**config.mk**
```make
export PLATFORM = sky130hd
export DESIGN_NAME = lgb_ctrl
export DESIGN_NICKNAME = d
export VERILOG_FILES = /design/src/lgb_pkg.sv /design/src/lgb_ctrl.sv
export SDC_FILE = /design/constraint.sdc
export NUM_CORES = 1
export LEC_CHECK = 0
export ABC_AREA = 1
export ABC_CLOCK_PERIOD_IN_PS = 2009
export BUFFER_PORTS_ARGS = -buffer_cell sky130_fd_sc_hd__buf_2
export CAP_MARGIN = 20
export CELL_PAD_IN_SITES_DETAIL_PLACEMENT = 1
export CELL_PAD_IN_SITES_GLOBAL_PLACEMENT = 1
export CORE_MARGIN = 2
export CORE_UTILIZATION = 26
export CTS_CLUSTER_SIZE = 20
export DETAILED_ROUTE_END_ITERATION = 12
export GPL_TIMING_DRIVEN = 0
export PLACE_DENSITY = 0.84
export SLEW_MARGIN = 20
export SYNTH_ARGS = -nofsm -noshare
export SYNTH_HDL_FRONTEND = slang
export SYNTH_SLANG_ARGS = --single-unit
```
**constraint.sdc**
```tcl
create_clock -name clk -period 2.01 [get_ports clk]
set_input_delay 0.201 -clock clk [delete_from_list [all_inputs] [get_ports clk]]
set_output_delay 0.201 -clock clk [all_outputs]
set_load 0.05 [all_outputs]
```
**src/lgb_pkg.sv**
```systemverilog
`timescale 1ns / 1ps
package lgb_pkg;
  localparam int COLUMNS_DEF = 84;
  localparam int ROWS_DEF = 48;
  localparam int ADDR_W = 9;
  localparam int MAX_BYTES = 512;

  typedef enum logic [1:0] {
    REQ_WRITE = 2'd0,
    REQ_STEP  = 2'd1,
    REQ_READ  = 2'd2,
    REQ_NONE  = 2'd3
  } req_t;

  typedef enum logic [2:0] {
    ST_IDLE,
    ST_RD_CUR,
    ST_RD_NEXT,
    ST_CALC,
    ST_WRITE,
    ST_OUT
  } state_t;

  // controller -> datapath
  typedef struct packed {
    logic clear;      // start of step: zero up/upp windows, col=0 band=0
    logic rd_cur;     // fetch byte (band, col)
    logic rd_next;    // fetch byte (band, col+1)
    logic calc;       // compute new byte for (band-1, col); also (band, col) on last band
    logic wr_col;     // write back new column entry for band
    logic adv_band;
    logic adv_col;
    logic host_wr;
    logic host_rd;
    logic load_out;
    logic out_done;
  } cmd_t;

  // datapath -> controller
  typedef struct packed {
    logic last_band;
    logic last_col;
  } stat_t;

  // Life rule on one 8-cell byte. up/dn bits are neighbors above row 0 / below row 7.
  function automatic logic [7:0] life_byte(input logic [9:0] l, input logic [9:0] c,
                                           input logic [9:0] r);
    logic [7:0] res;
    logic [3:0] n;
    res = '0;
    for (int k = 0; k < 8; k++) begin
      n = 4'(l[k]) + 4'(l[k+1]) + 4'(l[k+2]) + 4'(c[k]) + 4'(c[k+2])
        + 4'(r[k]) + 4'(r[k+1]) + 4'(r[k+2]);
      res[k] = (n == 4'd3) || (n == 4'd2 && c[k+1]);
    end
    return res;
  endfunction
endpackage

```
**src/lgb_ctrl.sv**
```systemverilog
`timescale 1ns / 1ps
module lgb_ctrl import lgb_pkg::*; (
  input  logic  clk,
  input  logic  rst,
  input  logic  in_valid,
  input  logic [1:0] in_req,
  output logic  in_ready,
  input  logic  out_busy,
  output logic  out_load,
  input  stat_t stat,
  output cmd_t  cmd
);
  state_t state, state_next;

  always_ff @(posedge clk) begin
    if (rst) begin
      state <= ST_IDLE;
    end else begin
      state <= state_next;
    end
  end

  always_comb begin
    state_next = state;
    cmd = '0;
    in_ready = 1'b0;
    out_load = 1'b0;
    case (state)
      ST_IDLE: begin
        in_ready = !out_busy;
        if (in_valid && !out_busy) begin
          case (req_t'(in_req))
            REQ_STEP: begin
              cmd.clear = 1'b1;
              state_next = ST_RD_CUR;
            end
            REQ_WRITE: begin
              cmd.host_wr = 1'b1;
              cmd.load_out = 1'b1;
              out_load = 1'b1;
            end
            REQ_READ: begin
              cmd.host_rd = 1'b1;
              state_next = ST_OUT;
            end
            default: begin
              cmd.load_out = 1'b1;
              out_load = 1'b1;
            end
          endcase
        end
      end
      ST_RD_CUR: begin
        cmd.rd_cur = 1'b1;
        state_next = ST_RD_NEXT;
      end
      ST_RD_NEXT: begin
        cmd.rd_next = 1'b1;
        state_next = ST_CALC;
      end
      ST_CALC: begin
        cmd.calc = 1'b1;
        // band wraps to 0 after the last one so write back starts at the top
        cmd.adv_band = 1'b1;
        if (stat.last_band) state_next = ST_WRITE;
        else state_next = ST_RD_CUR;
      end
      ST_WRITE: begin
        cmd.wr_col = 1'b1;
        if (stat.last_band) begin
          cmd.adv_band = 1'b1;
          cmd.adv_col = 1'b1;
          if (stat.last_col) begin
            cmd.out_done = 1'b1;
            cmd.load_out = 1'b1;
            out_load = 1'b1;
            state_next = ST_IDLE;
          end else state_next = ST_RD_CUR;
        end else cmd.adv_band = 1'b1;
      end
      ST_OUT: begin
        cmd.load_out = 1'b1;
        out_load = 1'b1;
        state_next = ST_IDLE;
      end
      default: state_next = ST_IDLE;
    endcase
  end

  assert property (@(posedge clk) disable iff (rst) in_ready |-> state == ST_IDLE)
    else $error("ready outside idle");
  assert property (@(posedge clk) disable iff (rst)
    state == ST_RD_CUR |=> state == ST_RD_NEXT)
    else $error("fetch order broken");
  assert property (@(posedge clk) disable iff (rst)
    out_load |-> !out_busy || state != ST_IDLE)
    else $error("result overwrite");
endmodule

```
==> flow_metrics.tcl, run 1 <==
set metrics [dict create \
    dp_hpwl_um 724 \
    area_growth_pct 44.1 \
    worst_pin_slew_ns 0.268 \
    async_flop_share_pct 0 \
    die-area_um2 1610 \
    clkSinkCount 3 \
    cp_num_buf_inv 2 \
    crit_family "simple AND/OR/NAND/NOR gates" \
    fin_skew_ns 0.00127 \
    holdBufCountCts 0 \
    finish.utilization_pct 38.7 \
    cts-buffers-inserted 3 \
    clk_path_buf_depth 2 \
    clkSlewWorstSetupHoldPaths_ns 0.04 \
    p_per_area_nw_per_um2 1350 \
    hold_violations 0 \
    ys_ff_latch 3 \
    grt_pass1_wl_um 1310 \
    via_count 420 \
    critPathRequiredTime_ns 1.81 \
    fmax_ghz 0.603 \
    fin_cells 98 \
    final_cell_area_um2 490 \
    slowest_delay_ns 0.33 \
    worstSetupPathType "flip-flop to output pin" \
    place_inst 94 \
    drt_iter0_drc 3 \
    synth_nets 70 \
    drive_above_1_share_pct 37.3 \
    grt-ovfl-total 0 \
    ys_top_cells_by_count "inv_1, nand2_1, nor2_1" \
    synth_top_cell_area_share_pct 17.6 \
    detail-route-antenna-nets 0 \
    cp_max_fo 4 \
    syn-mean-instance-area_um2 5.77 \
    tritoncts "done" \
    max_slew_margin_pct 82.1 \
    h-tree-depth 1 \
    crit_slowest_cell "dfxtp_1" \
    root_buffer "clkbuf_4" \
    port_buffers 20 \
    largest_register_ffs 3 \
    insertedDiodeCount 0 \
    leakagePower_nw 0.326 \
    layout_min_cycle_time_ns 1.66 \
    drc_errors 0 \
    timing.final.crit_share_pct 82.4 \
    netlist_instances 59 \
    clk_latency_ns 0.23 \
    fillers 192 \
    cp-start-kind "flip-flop" \
    place_congestion 0.757 \
    die_y_um 40.2 \
    setup_viol 0 \
    grt_max_degree 7 \
    post-synth-top-count-cell "inv_1" \
    io_pins 21 \
    synth.distinct_cells 18 \
    hold_ws_ns 0.144 \
    routedWlPerCell_um 8.16 \
    tns_ns 0 \
    synth_edf_count 0 \
    hold_path.class "input port to flip-flop" \
    num_rows 13 \
    maxCapViolations 0 \
    netlist_area_um2 340 \
    finalNetCount 95 \
    path_cells "nor2_1 > nand2_2 > nor2_2 > nand2_1 > o211ai_2 > buf_4 > buf_2" \
    viasPerCell 4.29 \
    cp.arrival_ns 1.46 \
    grt_pass1_vias 369 \
    place_area_um2 464 \
    ctsResizeCount 0 \
    grtUsageTotal_pct 11.8 \
    firstDrtPassIters 2 \
    yosysTopAreaCell "dfxtp_1" \
    synthTopCellsByArea "dfxtp_1, inv_1, nand2_1" \
    drt_wl_total_um 800 \
    status "finished clean" \
    maxSlewViolCount 0 \
    yosysSeqAreaShare_pct 17.6 \
    cp-end-kind "output pin" \
    rsz0062_at_grt "no" \
    die_w_um 40.2 \
    peakVddDrop_mv 0.357 \
    regMostFlops "state" \
    core_area_um2 1270 \
    ys.flop_type "dfxtp_1" \
    postCtsSetupBuffers 0 \
    top_regs "state x3" \
    initial_core_util_pct 26.8 \
    antenna_found_initial 0 \
    yosys_warnings 0 \
    rrSetupSlack_ns 0.96 \
]
per-stage QoR:
step | setup WS (ns) | power (mW)
after global placement | 0.576 | 0.561
after detailed placement | 0.563 | 0.569
after CTS | 0.318 | 0.679
final | 0.353 | 0.664
after floorplan | 0.0694 | 0.475
after global routing | 0.189 | 0.730
path summary, 6_finish.rpt:
check / from / to / cells past startpoint
worst max register to register: state[0] / state[2] / 6
worst max-delay path: state[1] / cmd[1] / 7
worst min-delay path: rst / state[2] / 2
worst min register to register: state[1] / state[1] / 3
area by class of cell:
cell class | instances | area [µm²] | area share, %
plain buffers | 1 | 7.51 | 1.53
repair buffers | 20 | 100 | 20.4
inverters | 15 | 56.3 | 11.5
multi-input cells | 40 | 221 | 45.2
flip-flops and latches | 3 | 60.1 | 12.2
clock buffers | 4 | 26.3 | 5.36
well taps | 15 | 18.8 | 3.83
metal layers:
layer	global-route usage [%]	share of wire, %	vias up
met5	0	0	-
met4	0	0	0
met3	5.00	6.0	0
met2	21.4	49	11
met1	13.6	45	186
li1	-	-	223
placed cells by master (no fill, tap or decap):
cell,Yosys,routed
nor2_1,10,10
buf_2,0,20
nor3_2,0,1
nor2_2,2,2
inv_2,1,1
clkbuf_1,0,1
inv_1,14,14
nand3_1,3,3
a21oi_1,1,1
o21a_1,1,1
nand3b_1,1,1
ha_1,3,3
o211ai_2,1,1
buf_4,1,1
nand4_1,1,1
dfxtp_1,3,3
clkbuf_4,0,3
nor3_1,2,1
nand2_1,11,11
nand2_2,2,2
o21ai_1,1,1
or2_1,1,1
kinds of logic after synthesis:
kind of cell,count (synthesis),share of synthesized area (%)
and+or+nand+nor,33,43.8
AOI/OAI and AO/OA,4,8.82
buffers and inverters,16,18.7
adders and majority gates,3,11.0
DFF,3,17.6
report_power, final:
part           switching (mW)  internal, mW  total, mW
Sequential             0.0262        0.0809      0.107
Combinational           0.338         0.116      0.454
Clock                  0.0287        0.0742      0.103
Power figures use the tool's default switching activity.
==> run 2, diff against run 1 <==
--- a/config.mk
+++ b/config.mk
@@ -5,8 +5,8 @@
 export SDC_FILE = /design/constraint.sdc
 export NUM_CORES = 1
 export LEC_CHECK = 0
-export ABC_AREA = 1
-export ABC_CLOCK_PERIOD_IN_PS = 2009
+export ABC_AREA = 0
+export ABC_CLOCK_PERIOD_IN_PS = 1700
 export BUFFER_PORTS_ARGS = -buffer_cell sky130_fd_sc_hd__buf_2
 export CAP_MARGIN = 20
 export CELL_PAD_IN_SITES_DETAIL_PLACEMENT = 1
@@ -16,7 +16,7 @@
 export CTS_CLUSTER_SIZE = 20
 export DETAILED_ROUTE_END_ITERATION = 12
 export GPL_TIMING_DRIVEN = 0
-export PLACE_DENSITY = 0.84
+export PLACE_DENSITY = 0.79
 export SLEW_MARGIN = 20
 export SYNTH_ARGS = -nofsm -noshare
 export SYNTH_HDL_FRONTEND = slang
==> constraint.sdc (replaced) <==
create_clock -name clk -period 1.7 [get_ports clk]
set_input_delay 0.17 -clock clk [delete_from_list [all_inputs] [get_ports clk]]
set_output_delay 0.17 -clock clk [all_outputs]
set_load 0.05 [all_outputs]
==> flow_metrics.tcl, run 2 <==
set metrics [dict create \
    tritoncts "done" \
    initial_core_util_pct 27.3 \
    place_congestion 0.694 \
    min_path_cells 2 \
    routedWlPerCell_um 11.8 \
    top_regs "state x3" \
    yosys_warnings 0 \
    fmax_ghz 0.620 \
    viasPerCell 4.63 \
    cp-end-kind "output pin" \
    timing.final.crit_share_pct 94.8 \
    leakagePower_nw 0.304 \
    die-area_um2 1640 \
    yosysTopAreaCell "dfxtp_1" \
    cp-start-kind "flip-flop" \
    layout_common_cells "buf_2, inv_1, buf_4" \
    synth_edf_count 0 \
    layout_min_cycle_time_ns 1.61 \
    firstDrtPassIters 4 \
    hold_path.class "input port to flip-flop" \
    hold_ws_ns 0.118 \
    hold_violations 0 \
    finish.utilization_pct 41.9 \
    ys_ff_latch 3 \
    max_slew_margin_pct 82.7 \
    antenna_found_initial 0 \
    via_count 389 \
    synth.distinct_cells 20 \
    syn-mean-instance-area_um2 7.70 \
    ys.flop_type "dfxtp_1" \
    rrSetupSlack_ns 0.63 \
    multi_input_area_um2 272 \
    async_flop_share_pct 0 \
    setup_viol 0 \
    netlist_area_um2 347 \
    largest_register_ffs 3 \
    ff2ff_path_depth 4 \
    synthTopCellsByArea "dfxtp_1, ha_1, nor3b_2" \
    die_y_um 40.5 \
    cts-buffers-inserted 3 \
    dp_hpwl_um 683 \
    worstSetupPathType "flip-flop to output pin" \
    die_w_um 40.5 \
    ys_top_cells_by_count "inv_1, buf_4" \
    clk_latency_ns 0.24 \
    maxSlewViolCount 0 \
    post-synth-top-count-cell "inv_1" \
    drc_errors 0 \
    insertedDiodeCount 0 \
    maxCapViolations 0 \
    h-tree-depth 1 \
    num_rows 13 \
    postCtsSetupBuffers 0 \
    worst_pin_slew_ns 0.258 \
    grt_pass1_vias 330 \
    grt_max_degree 11 \
    r2r_end "state[2]" \
    rsz0062_at_grt "no" \
    grt_pass1_wl_um 1410 \
    clkSinkCount 3 \
    fillers 174 \
    grtUsageTotal_pct 13.7 \
    tns_ns 0 \
    synth_nets 56 \
    cp_max_fo 10 \
    peakVddDrop_mv 0.318 \
    critPathRequiredTime_ns 1.53 \
    area_growth_pct 53.4 \
    drt_iter0_drc 4 \
    clkSlewWorstSetupHoldPaths_ns 0.04 \
    detail-route-antenna-nets 0 \
    cp.arrival_ns 1.44 \
    p_per_area_nw_per_um2 915 \
    holdBufCountCts 0 \
    core_area_um2 1270 \
    synth_top_cell_area_share_pct 17.3 \
    regMostFlops "state" \
    drive_above_1_share_pct 52.2 \
    status "finished clean" \
    yosysSeqAreaShare_pct 17.3 \
    io_pins 21 \
    drt_wl_total_um 989 \
    rr_startpoint "state[0]" \
    final_common_cell "buf_2" \
    grt-ovfl-total 0 \
    clk_path_buf_depth 2 \
    finalNetCount 81 \
    hold-path-endpoint "state[2]" \
    fin_skew_ns 0.00521 \
    netlist_instances 45 \
    root_buffer "clkbuf_4" \
    hp-start "rst" \
    regArea_um2 60.1 \
    port_buffers 20 \
]
-- run 2: changes by cell type in the layout (fill, tap and decap cells not counted), sizes merged, moves of 3 or more --
| cell | previous run | this run |
|---|---|---|
| buf | 21 | 24 |
| inv | 15 | 5 |
| nand2 | 13 | 3 |
| nand2b | 0 | 3 |
| nand3 | 3 | 0 |
| nor2 | 12 | 3 |
| nor3b | 0 | 3 |
-- run 2: critical path, cell delays in order (launching register included) --
cell,delay [ns]
dfxtp_1,0.32
buf_4,0.19
nor4_4,0.27
and2_1,0.16
buf_2,0.25
-- run 2: timing repair --
item / in CTS / in global routing
gates resized for setup: 1 / 2
pin swaps: 0 / 1
endpoints found under the setup margin: 1 / 4
-- run 2: cells by family after synthesis --
kind of cell | after synthesis | share of synthesized area, %
AOI/OAI and AO/OA | 7 | 13.0
adders and majority gates | 3 | 10.8
buffers and inverters | 9 | 14.1
DFF | 3 | 17.3
and+or+nand+nor | 23 | 44.8
-- run 2: where the power goes --
| part | switching, mW | internal [mW] |
|---|---|---|
| registers | 0.00580 | 0.0807 |
| logic | 0.181 | 0.0855 |
| clock network | 0.0446 | 0.0885 |
-- run 2: cell type report --
type	count	share of cell area, %
clock buffers	4	4.94
well taps	15	3.53
inverters	5	3.53
multi-input cells	33	51.1
repair buffers	20	20.0
plain buffers	4	5.65
flip-flops and latches	3	11.3
-- run 2: per-stage QoR --
| stage | cells | worst slack, ns | total power [mW] | instance area [µm²] |
|---|---|---|---|---|
| final | 84 | 0.0878 | 0.486 | 532 |
| after global routing | 84 | 0.0110 | 0.525 | 532 |
| after CTS | 84 | 0.0182 | 0.480 | 519 |
| after detailed placement | 80 | 0.217 | 0.344 | 490 |
| after global placement | 80 | 0.226 | 0.341 | 490 |
| after floorplan | 45 | 0.0921 | 0.292 | 372 |
-- run 2: worst max path at each step --
stage                     startpoint  cells after the start  endpoint
after floorplan             state[2]                      3    cmd[0]
after global placement      state[2]                      5    cmd[1]
after detailed placement    state[2]                      5    cmd[1]
after CTS                   state[2]                      5    cmd[1]
after global routing        state[0]                      4  out_load
final                       state[0]                      4   cmd[10]
-- run 2: layer usage --
metal  up-vias  share of wire, %  global-route usage [%]  routed length [µm]
li1        198                 -                       -                   -
met1       177                40                    17.2                 397
met2        12                54                    19.8                 537
met3         2               4.0                    1.67                  40
met4         0               1.4                    12.5                  14
met5         -                 0                       0                   0
==> run 3, diff against run 2 <==
--- a/config.mk
+++ b/config.mk
@@ -16,7 +16,7 @@
 export CTS_CLUSTER_SIZE = 20
 export DETAILED_ROUTE_END_ITERATION = 12
 export GPL_TIMING_DRIVEN = 0
-export PLACE_DENSITY = 0.79
+export PLACE_DENSITY = 0.78
 export SLEW_MARGIN = 20
 export SYNTH_ARGS = -nofsm -noshare
 export SYNTH_HDL_FRONTEND = slang
==> flow_metrics.tcl, run 3 (synthesis gave the netlist of run 2 again) <==
set metrics [dict create \
    status "finished clean" \
    fin_total_pwr_mw 0.486 \
    peakVddDrop_mv 0.356 \
    die_w_um 40.5 \
    drive_above_1_share_pct 52.2 \
    timing.final.crit_share_pct 94.4 \
    firstDrtPassIters 2 \
    port_buffers 20 \
    layout_common_cells "buf_2, inv_1, buf_4" \
    antenna_found_initial 0 \
    core_area_um2 1270 \
    fin_ws_ns 0.0950 \
    fmax_ghz 0.623 \
    grt-ovfl-total 0 \
    worst_pin_slew_ns 0.256 \
    top_regs "state x3" \
    finish.utilization_pct 41.9 \
    setup_viol 0 \
    grt_most_used_layer "met2" \
    grt_max_degree 11 \
    hold_violations 0 \
    cp-end-kind "output pin" \
    insertedDiodeCount 0 \
    tns_ns 0 \
    fillers 167 \
    detail-route-antenna-nets 0 \
    clkSlewWorstSetupHoldPaths_ns 0.04 \
    io_pins 21 \
    routedWlPerCell_um 11.4 \
    clkSinkCount 3 \
    hold_path.class "input port to flip-flop" \
    layout_min_cycle_time_ns 1.60 \
    worstSetupPathType "flip-flop to output pin" \
    drt_iter0_drc 7 \
    ff2ff_path_depth 4 \
    root_buffer "clkbuf_4" \
    final_cell_area_um2 532 \
    leakagePower_nw 0.304 \
    fin_cells 84 \
    die-area_um2 1640 \
    place_ws_ns 0.209 \
    max_slew_margin_pct 82.8 \
    cp-start-kind "flip-flop" \
    place_congestion 0.672 \
    cp_max_fo 10 \
    cp.arrival_ns 1.43 \
    clk_path_buf_depth 2 \
    drc_errors 0 \
    initial_core_util_pct 27.3 \
    dp_hpwl_um 678 \
    grt_use_met3_pct 3.33 \
    regMostFlops "state" \
    place_area_um2 490 \
    h-tree-depth 1 \
    final_common_cell "buf_2" \
    drt_wl_total_um 960 \
    holdBufCountCts 0 \
    grtUsageTotal_pct 12.3 \
    min_path_cells 2 \
    maxSlewViolCount 0 \
    p_per_area_nw_per_um2 915 \
    grt_pass1_vias 377 \
    finalNetCount 81 \
    area_growth_pct 53.4 \
    fin_skew_ns 0.00299 \
    rsz0062_at_grt "no" \
    grt.met2_usage_pct 22.2 \
    maxCapViolations 0 \
    clk_latency_ns 0.24 \
    critPathRequiredTime_ns 1.53 \
    cts-buffers-inserted 3 \
    largest_register_ffs 3 \
    viasPerCell 4.65 \
    place_inst 80 \
    hold_ws_ns 0.127 \
    die_y_um 40.5 \
    num_rows 13 \
    grt_pass1_wl_um 1370 \
    via_count 391 \
    met1_usage_pct 13.3 \
    tritoncts "done" \
]
==> run 3: cell counts in the layout (fill, tap and decap cells not counted) <==
Identical to the previous run, type by type.
==> run 3: layout make-up <==
class | count | area (µm²) | share of cell area [%]
inverters | 5 | 18.8 | 3.53
plain buffers | 4 | 30.0 | 5.65
multi-input cells | 33 | 272 | 51.1
flip-flops and latches | 3 | 60.1 | 11.3
clock buffers | 4 | 26.3 | 4.94
repair buffers | 20 | 106 | 20.0
well taps | 15 | 18.8 | 3.53
==> run 3: repair_timing <==
item                                    in CTS  in global routing
endpoints found under the setup margin       1                  4
pin swaps                                    0                  1
cloned                                       0                  0
resized for setup                            1                  2
setup buffers                                0                  0
==> run 3: metal layers <==
| metal | share of wire [%] | up-vias |
|---|---|---|
| met5 | 0 | - |
| li1 | - | 199 |
| met4 | 1.4 | 0 |
| met3 | 4.0 | 3 |
| met1 | 42 | 176 |
| met2 | 52 | 13 |
==> run 3: final timing paths <==
kind / startpoint / endpoint / slack, ns
hold / removal: rst / state[2] / 0.13
setup / recovery: state[2] / cmd[10] / 0.1
hold reg to reg: state[0] / state[2] / 0.62
setup reg to reg: state[0] / state[2] / 0.62
==> run 3: critical path: stages, from the launching register on <==
cell and delay [ns]:
dfxtp_1 0.29, buf_4 0.17, nor4_4 0.32, and2_1 0.16, buf_2 0.25
==> run 3: report_power, final <==
group	switching, mW	leakage, nW	internal (mW)	total (mW)
Clock	0.0437	0.0150	0.0884	0.132
Sequential	0.00572	0.0245	0.0808	0.0865
Combinational	0.183	0.264	0.0848	0.268
Total	0.233	0.304	0.254	0.486
